File: src/hw/rtl/assert_macros.svh
// assertion macros used by the top level rtl file of the firing strobe block
// no dependencies; include by bare file name
`ifndef ASSERT_MACROS_SVH
`define ASSERT_MACROS_SVH

// clocked assertion, disabled while reset is asserted (active low)
`define ASSERT_CLKRST(lbl, clk, rst_n, prop, msg) \
    lbl: assert property (@(posedge clk) disable iff (!(rst_n)) (prop)) else $error(msg);

// clocked assertion that is also checked during reset
`define ASSERT_CLK(lbl, clk, prop, msg) \
    lbl: assert property (@(posedge clk) (prop)) else $error(msg);

`endif

File: src/hw/rtl/pafs_pkg.sv
// shared types and constants of the phase angle firing strobe block
// no dependencies
`default_nettype none

package pafs_pkg;

    localparam int ANGLE_W = 24;
    localparam int FIRE_W  = 25;
    localparam int CFG_IDX_W = 2;

    typedef enum logic [CFG_IDX_W-1:0] {
        REG_ENABLE        = 2'd0,
        REG_MIN_ANGLE     = 2'd1,
        REG_MAX_ANGLE     = 2'd2,
        REG_SAMPLE_WINDOW = 2'd3
    } t_reg_idx;

    typedef struct packed {
        logic               enable;
        logic [ANGLE_W-1:0] min_angle;
        logic [ANGLE_W-1:0] max_angle;
        logic [ANGLE_W-1:0] sample_window;
    } t_cfg;

    typedef struct packed {
        logic [ANGLE_W-1:0] prev_folded;
        logic               fired_this_cycle;
        logic               prev_strobe;
        logic [FIRE_W-1:0]  last_fire_folded;
        logic [FIRE_W-1:0]  held_fire_angle;
    } t_state;

    typedef struct packed {
        logic               cycle_start;
        logic               period_start;
        logic               fire;
        logic               fired_late;
        logic               fired_between;
        logic [FIRE_W-1:0]  fire_angle;
    } t_result;

endpackage

`default_nettype wire

File: src/hw/rtl/pafs_cfg.sv
// configuration register file of the firing strobe block
// depends on pafs_pkg
`default_nettype none

module pafs_cfg
    import pafs_pkg::*;
(
    input  wire logic                 i_clk,
    input  wire logic                 i_rst_n,
    input  wire logic                 i_cfg_we,
    input  wire logic [CFG_IDX_W-1:0] i_cfg_addr,
    input  wire logic [ANGLE_W-1:0]   i_cfg_wdata,
    output t_cfg                      o_cfg
);

    t_cfg r_cfg;

    always_ff @(posedge i_clk) begin
        if (!i_rst_n) begin
            r_cfg.enable        <= 1'b0;
            r_cfg.min_angle     <= '0;
            r_cfg.max_angle     <= '1;
            r_cfg.sample_window <= '0;
        end else if (i_cfg_we) begin
            unique case (t_reg_idx'(i_cfg_addr))
                REG_ENABLE:        r_cfg.enable        <= i_cfg_wdata[0];
                REG_MIN_ANGLE:     r_cfg.min_angle     <= i_cfg_wdata;
                REG_MAX_ANGLE:     r_cfg.max_angle     <= i_cfg_wdata;
                REG_SAMPLE_WINDOW: r_cfg.sample_window <= i_cfg_wdata;
                default:           r_cfg               <= r_cfg;
            endcase
        end
    end

    assign o_cfg = r_cfg;

endmodule

`default_nettype wire

File: src/hw/rtl/pafs_calc.sv
// single-pass firing decision: folds the angle, detects cycle and period
// starts, decides the strobe and computes the next state; depends on pafs_pkg
`default_nettype none

module pafs_calc
    import pafs_pkg::*;
#(
    parameter int CYCLE_BITS        = 23,
    parameter int CYCLE_BEGIN_LIMIT = 2097152,
    parameter int CYCLE_END_LIMIT   = 6291456
) (
    input  wire logic [ANGLE_W-1:0] i_phase_angle,
    input  wire logic [ANGLE_W-1:0] i_request_angle,
    input  wire t_cfg               i_cfg,
    input  wire t_state             i_state,
    output t_state                  o_state,
    output t_result                 o_result
);

    localparam logic [FIRE_W-1:0]  CYCLE_ANGLE = FIRE_W'(1) << CYCLE_BITS;
    localparam logic [ANGLE_W-1:0] CYCLE_MASK  = ANGLE_W'(CYCLE_ANGLE - FIRE_W'(1));
    localparam logic [ANGLE_W-1:0] BEGIN_LIM   = ANGLE_W'(CYCLE_BEGIN_LIMIT);
    localparam logic [ANGLE_W-1:0] END_LIM     = ANGLE_W'(CYCLE_END_LIMIT);

    logic [ANGLE_W-1:0] cur;
    logic               prev_end;
    logic               cyc;
    logic               per;
    logic               fired0;
    logic               in_range;
    logic [FIRE_W-1:0]  cur_x;
    logic [FIRE_W-1:0]  next_angle;
    logic               at_end;
    logic [FIRE_W-1:0]  target;
    logic               in_next;
    logic               cur_in_limits;
    logic               late_c;
    logic               between_c;
    logic               strobe;
    logic [FIRE_W-1:0]  fa;
    logic [FIRE_W-1:0]  held_next;

    always_comb begin
        cur      = i_phase_angle & CYCLE_MASK;
        cur_x    = {1'b0, cur};
        prev_end = i_state.prev_folded > END_LIM;
        cyc      = prev_end && (cur < BEGIN_LIM);
        per      = prev_end && (i_phase_angle < BEGIN_LIM);

        // a strobe moved into the coming cycle counts as that cycle's firing
        fired0 = cyc ? (i_state.prev_strobe && (i_state.last_fire_folded >= CYCLE_ANGLE))
                     : i_state.fired_this_cycle;

        in_range = i_cfg.enable && (i_request_angle >= i_cfg.min_angle)
                   && (i_request_angle <= i_cfg.max_angle);

        next_angle = cur_x + {1'b0, i_cfg.sample_window};
        at_end     = next_angle >= CYCLE_ANGLE;

        // request near the cycle start rides over the wrap
        if (at_end && (i_request_angle < BEGIN_LIM)) begin
            target = {1'b0, i_request_angle} + CYCLE_ANGLE;
        end else begin
            target = {1'b0, i_request_angle};
        end
        in_next = target >= CYCLE_ANGLE;

        cur_in_limits = (cur >= i_cfg.min_angle) && (cur <= i_cfg.max_angle);
        late_c        = (i_request_angle <= cur) && cur_in_limits;
        between_c     = (target > cur_x) && (target <= next_angle);

        strobe = in_range && ((!fired0 && (late_c || between_c)) || (in_next && between_c));
        fa     = between_c ? target : cur_x;

        held_next = strobe ? ({1'b0, i_phase_angle} + fa - cur_x) : i_state.held_fire_angle;

        o_state.prev_folded      = cur;
        o_state.fired_this_cycle = strobe ? 1'b1 : fired0;
        o_state.prev_strobe      = strobe;
        o_state.last_fire_folded = strobe ? fa : i_state.last_fire_folded;
        o_state.held_fire_angle  = held_next;

        o_result.cycle_start   = cyc;
        o_result.period_start  = per;
        o_result.fire          = strobe;
        o_result.fired_late    = in_range && late_c;
        o_result.fired_between = in_range && between_c;
        o_result.fire_angle    = held_next;
    end

endmodule

`default_nettype wire

File: src/hw/rtl/phase_angle_firing_strobe.sv
// top level of the thyristor phase angle firing strobe block
// depends on pafs_pkg, pafs_cfg, pafs_calc and assert_macros.svh
`default_nettype none

// Phase angle firing strobe. Each input beat carries a Q24 phase angle and a
// requested firing angle; each beat yields exactly one output beat with the
// cycle start and period start flags, the firing strobe, its late and between
// qualifiers and the held firing angle rebased onto the input angle. The
// control cycle is 2^CYCLE_BITS angle units; CYCLE_BEGIN_LIMIT and
// CYCLE_END_LIMIT set the begin and end regions used for wrap detection.
// Throughput is one beat per clock sustained while the output is taken. A beat
// waits in the input register and moves through the single decision stage into
// the output register when that register is free or drains; its result is then
// offered from the output register. The one-beat-per-clock rate is set by the
// state feedback loop: the folded angle, the fired-this-cycle flag and the held
// firing angle of one beat feed the decision of the next. The input side keeps
// taking beats while a result waits in the output register, until the input
// register is also full. Configuration is to be written through the plain write
// port only while no beat is in flight; the block itself does not enforce this.
// Register indexes are enable, min_angle, max_angle and sample_window, in that
// order.

`include "assert_macros.svh"

module phase_angle_firing_strobe
    import pafs_pkg::*;
#(
    parameter int CYCLE_BITS        = 23,
    parameter int CYCLE_BEGIN_LIMIT = 2097152,
    parameter int CYCLE_END_LIMIT   = 6291456
) (
    input  wire logic                 i_clk,
    input  wire logic                 i_rst_n,
    // configuration write port
    input  wire logic                 i_cfg_we,
    input  wire logic [CFG_IDX_W-1:0] i_cfg_addr,
    input  wire logic [ANGLE_W-1:0]   i_cfg_wdata,
    // input stream
    input  wire logic                 i_s_tvalid,
    output logic                      o_s_tready,
    input  wire logic [47:0]          i_s_tdata,   // phase_angle[23:0], request_angle[47:24]
    // output stream
    output logic                      o_m_tvalid,
    input  wire logic                 i_m_tready,
    output logic [31:0]               o_m_tdata    // cycle_start[0], period_start[1], fire[2],
                                                   // fired_late[3], fired_between[4],
                                                   // fire_angle[29:5], zero[31:30]
);

    t_cfg    w_cfg;
    t_state  r_state;
    t_state  n_state;
    t_result n_result;
    t_result r_out;

    logic               r_in_valid;
    logic [ANGLE_W-1:0] r_in_angle;
    logic [ANGLE_W-1:0] r_in_request;
    logic               r_out_valid;
    logic               w_in_take;
    logic               w_move;

    pafs_cfg u_cfg (
        .i_clk       (i_clk),
        .i_rst_n     (i_rst_n),
        .i_cfg_we    (i_cfg_we),
        .i_cfg_addr  (i_cfg_addr),
        .i_cfg_wdata (i_cfg_wdata),
        .o_cfg       (w_cfg)
    );

    // beat leaves the input register when the output register is free or drains
    assign w_move     = r_in_valid && (!r_out_valid || i_m_tready);
    assign o_s_tready = !r_in_valid || w_move;
    assign w_in_take  = i_s_tvalid && o_s_tready;

    // input register
    always_ff @(posedge i_clk) begin
        if (!i_rst_n) begin
            r_in_valid <= 1'b0;
        end else if (w_in_take) begin
            r_in_valid <= 1'b1;
        end else if (w_move) begin
            r_in_valid <= 1'b0;
        end
    end

    always_ff @(posedge i_clk) begin
        if (w_in_take) begin
            r_in_angle   <= i_s_tdata[23:0];
            r_in_request <= i_s_tdata[47:24];
        end
    end

    pafs_calc #(
        .CYCLE_BITS        (CYCLE_BITS),
        .CYCLE_BEGIN_LIMIT (CYCLE_BEGIN_LIMIT),
        .CYCLE_END_LIMIT   (CYCLE_END_LIMIT)
    ) u_calc (
        .i_phase_angle   (r_in_angle),
        .i_request_angle (r_in_request),
        .i_cfg           (w_cfg),
        .i_state         (r_state),
        .o_state         (n_state),
        .o_result        (n_result)
    );

    // block state advances exactly once per beat, when it enters the output
    always_ff @(posedge i_clk) begin
        if (!i_rst_n) begin
            r_state <= '0;
        end else if (w_move) begin
            r_state <= n_state;
        end
    end

    // output register
    always_ff @(posedge i_clk) begin
        if (!i_rst_n) begin
            r_out_valid <= 1'b0;
        end else if (w_move) begin
            r_out_valid <= 1'b1;
        end else if (i_m_tready) begin
            r_out_valid <= 1'b0;
        end
    end

    always_ff @(posedge i_clk) begin
        if (w_move) begin
            r_out <= n_result;
        end
    end

    assign o_m_tvalid = r_out_valid;
    assign o_m_tdata  = {2'b00, r_out.fire_angle, r_out.fired_between, r_out.fired_late,
                         r_out.fire, r_out.period_start, r_out.cycle_start};

    // a beat moved forward always shows up at the output
    `ASSERT_CLKRST(a_move_lands, i_clk, i_rst_n, w_move |=> r_out_valid, "beat lost on move")

    // a waiting input beat is neither dropped nor overwritten
    `ASSERT_CLKRST(a_in_hold, i_clk, i_rst_n,
        (r_in_valid && !w_move) |=> (r_in_valid && $stable(r_in_angle)
            && $stable(r_in_request)), "input beat overwritten")

    // a shown strobe matches the state it left behind
    `ASSERT_CLKRST(a_fire_state, i_clk, i_rst_n,
        (r_out_valid && r_out.fire) |-> (r_state.fired_this_cycle && r_state.prev_strobe
            && (r_state.held_fire_angle == r_out.fire_angle)), "strobe and state disagree")

endmodule

`default_nettype wire
File: config.mk
export PLATFORM = sky130hd
export DESIGN_NAME = phase_angle_firing_strobe
export DESIGN_NICKNAME = d
export VERILOG_FILES = /design/src/hw/rtl/pafs_pkg.sv /design/src/hw/rtl/pafs_cfg.sv /design/src/hw/rtl/pafs_calc.sv /design/src/hw/rtl/phase_angle_firing_strobe.sv
export VERILOG_INCLUDE_DIRS = /design/src /design/src/hw/rtl
export SDC_FILE = /design/constraint.sdc
export NUM_CORES = 1
export LEC_CHECK = 0
export BUFFER_PORTS_ARGS = -buffer_cell sky130_fd_sc_hd__buf_2
export CAP_MARGIN = 20
export CORE_MARGIN = 2
export CORE_UTILIZATION = 61
export CTS_CLUSTER_SIZE = 10
export DETAILED_ROUTE_END_ITERATION = 10
export PLACE_DENSITY = 0.86
export SLEW_MARGIN = 0
export SYNTH_ARGS = -nofsm -noshare
export SYNTH_HDL_FRONTEND = slang
export SYNTH_SLANG_ARGS = --single-unit
File: constraint.sdc
create_clock -name i_clk -period 9.49 [get_ports i_clk]
set_clock_uncertainty 0.05 [all_clocks]
set_input_delay 0.4745 -clock i_clk [delete_from_list [all_inputs] [get_ports i_clk]]
set_output_delay 0.4745 -clock i_clk [all_outputs]
set_load 0.01 [all_outputs]
==> run_results.csv <==
group,metric,value,unit
timing,worstMarginPinSlew,1.120,ns
worst_hold_path,holdPathStages,1,
worst_setup_path,max_stage_delay,0.56,ns
worst_setup_path,crit_slowest_cell,"or4_1",
final_layout,antenna_cells,0,
clocking,cts.sinks,205,
timing,setup_viol,0,
clocking,clk_pin_slew,0.06,ns
grt,grt_pass1_vias,11520,
worst_setup_path,required,9.70,ns
grt,grt_max_degree,57,
synthesis,synth_xor_xnor_area_share,2.891,%
drt,drt-initial-drc-count,948,
final_layout,layout_commonest_cell,"nand2_1",
clocking,clock-root-buffer,"clkbuf_16",
final_layout,area_delta_synth_final,11.33,%
power_and_ir_drop,ir_drop,135.2,µV
worst_setup_path,cpMostUsedCell,"ha_1",
die,start_util,61.66,%
worst_setup_path,cp.arrival,9.05,ns
synthesis,avgSynthCellArea,8.650,µm²
final_layout,fillerInstances,1743,
timing,fin_crit,8.835,ns
timing,fmax,113.2,MHz
synthesis,netlist_instances,1541,
final_layout,regArea,4885,µm²
worst_setup_path,r2r_cells,34,
synthesis,synth-seq-cells,205,
grt,grt_overflow,0,
synthesis,synth_mux_area_share,2.168,%
timing,setup_tns,0,ns
drt,wl,36.13,mm
power_and_ir_drop,power.density,166.6,nW/µm²
synthesis,yosys.area_share.simple,16.49,%
drt,drc,0,
clocking,cts_buffer_depth,3,
synthesis,yosysTopAreaCellShare,19.07,%
final_layout,layout-drive-gt1-share,11.37,%
job,maxCapViolCount,0,
die,chipHeight,151.8,µm
grt,grt_util_all_layers,30.47,%
clocking,clk-insertion-delay-late,0.53,ns
die,die_x,151.8,µm
worst_setup_path,crit_path_end_kind,"register",
synthesis,synth.area.top_cells,"dfxtp_1 19%, ha_1 18%, edfxtp_1 18%, nand2_1 7.9%, a21oi_1 7.6%",
grt,antenna_found_initial,0,
clocking,cts_resized,0,
placement,post-dp-hpwl,26.22,mm
placement,gp_congestion,0.9575,
synthesis,synth_ff_type,"dfxtp_1",
drt,firstDrtPassIters,5,
synthesis,synth_area,13330,µm²
synthesis,synth-edff-count,78,
power_and_ir_drop,p_leak,6.511,nW
timing,drv_slew,0,
final_layout,mostFrequentLayoutCells,"280 x nand2_1, 202 x a21oi_1, 193 x ha_1, 127 x dfxtp_1, 118 x inv_1",
synthesis,synth_area_leader_cell,"dfxtp_1",
clocking,cts_tree,"built",
synthesis,yosys_warnings,0,
final_layout,multi_input_area,7777,µm²
timing,post-route-period-util,93.10,%
synthesis,synth-compound-area-share,18.41,%
worst_setup_path,critical_path_class,"reg2reg",
timing,relSlewSlack,25.36,%
run_status,outcome,"completed",
final_layout,final_nets,1909,
die,io_pins,113,
placement,port_buffers,110,
clocking,cts_setup_buffers,0,
synthesis,yosys.cell_types.count,71,
timing,hold_violations,0,
clocking,cts_hold_buf,0,
worst_hold_path,hp-class,"in2reg",
drt,vias_per_cell,6.092,
drt,avgRoutedWirePerCell,18.68,µm
die,coreArea,21620,µm²
synthesis,synth_top_family_by_area,"compound AO/OA/AOI/OAI gates",
worst_setup_path,cp_max_fo,18,
timing,grt_setup_unrepaired,"false",
clocking,numCtsBuffers,24,
final_layout,final_core_util,68.64,%
die,dieArea,23050,µm²
synthesis,async_flop_share,0,%
clocking,ctsHtreeMaxLevel,1,
drt,ant_nets,0,
drt,dr_total_vias,11780,
synthesis,seq_area_frac_synth,36.64,%
grt,grt_pass1_wl,57.48,mm
worst_setup_path,startpoint_type,"register",
die,rows,54,
worst_setup_path,rrSetupSlack,0.66,ns
synthesis,synthAdderAreaFrac,18.27,%
==> layer usage <==
metal  vias up  part of all wire (%)  global-route usage (%)
met2       481                    46                   50.28
met5         -                     0                       0
met3       123                   8.3                   4.906
met4         0                   4.8                   13.80
met1      5509                    41                   39.52
li1       5669                     -                       -
==> cell families after synthesis <==
logic type / count (synthesis)
buffers and inverters: 174
adders and majority gates: 194
and+or+nand+nor: 497
AOI/OAI and AO/OA: 400
DFF: 205
other: 1
muxes: 26
xor gates and xnor gates: 44
==> state kept, by name, summed over array words and instances, names as in the netlist <==
name          count
r_in_angle       24
u_cfg.o_cfg      73
r_in_valid        1
o_m_tvalid        1
r_in_request     24
r_state          52
o_m_tdata        30
==> power by group <==
group          switching, mW  internal [mW]  total [mW]
registers             0.0425          0.954       0.996
logic                  0.384          0.253       0.637
clock network          0.350          0.489       0.839
total                  0.776           1.70        2.47
==> Yosys cell counts, drive strengths merged (6+ instances only) <==
cell / instances
a2111oi: 6
a211oi: 13
a21o: 28
a21oi: 202
a31oi: 9
and2: 8
buf: 14
clkbuf: 40
dfxtp: 127
edfxtp: 78
ha: 193
inv: 119
mux2: 23
nand2: 280
nand2b: 8
nand3: 28
nand4: 30
nor2: 84
nor2b: 10
nor3: 12
nor4: 12
o211ai: 27
o21a: 14
o21ai: 55
o21bai: 6
xnor2: 25
xor2: 19
==> stage by stage <==
stage / setup slack, ns / instance area [µm²] / total power, mW / hold WS (ns) / cells
final: 0.6552 / 14840 / 2.472 / 0.06986 / 1934
after detailed placement: 0.6562 / 14070 / 1.632 / 0.3932 / 1886
after CTS: 0.6218 / 14770 / 2.469 / 0.06299 / 1930
after global placement: 0.9284 / 14070 / 1.610 / 0.3878 / 1886
after global routing: 0.1027 / 14840 / 2.594 / 0.07055 / 1934
after floorplan: 1.295 / 13330 / 1.466 / 0.3801 / 1542
==> final timing paths <==
check,from,to
worst max-delay path,r_in_angle[0]$_DFFE_PP_,o_m_tdata[26]$_DFFE_PP_
worst min-delay path,i_s_tdata[11],r_in_angle[11]$_DFFE_PP_
worst max register to register,r_in_angle[0]$_DFFE_PP_,o_m_tdata[26]$_DFFE_PP_
worst min register to register,r_state[2]$_SDFFE_PN0P_,r_state[2]$_SDFFE_PN0P_
==> critical path: cells and delay by family, from the launching register on <==
kind            cells  cell delay [ns]
compound gates     14             3.12
simple gates       12             3.08
fa+ha+maj           5             1.53
flops               1             0.46
xor+xnor            1             0.18
buf+inv             2             0.15
==> area by class of cell <==
class,count,share of cell area [%]
Inverter,120,3.035
Sequential cell,205,32.91
Clock buffer,44,4.696
Multi-Input combinational cell,1163,52.41
Tap cell,280,2.361
Timing Repair Buffer,122,4.586
(Power assumes the default switching activity.)
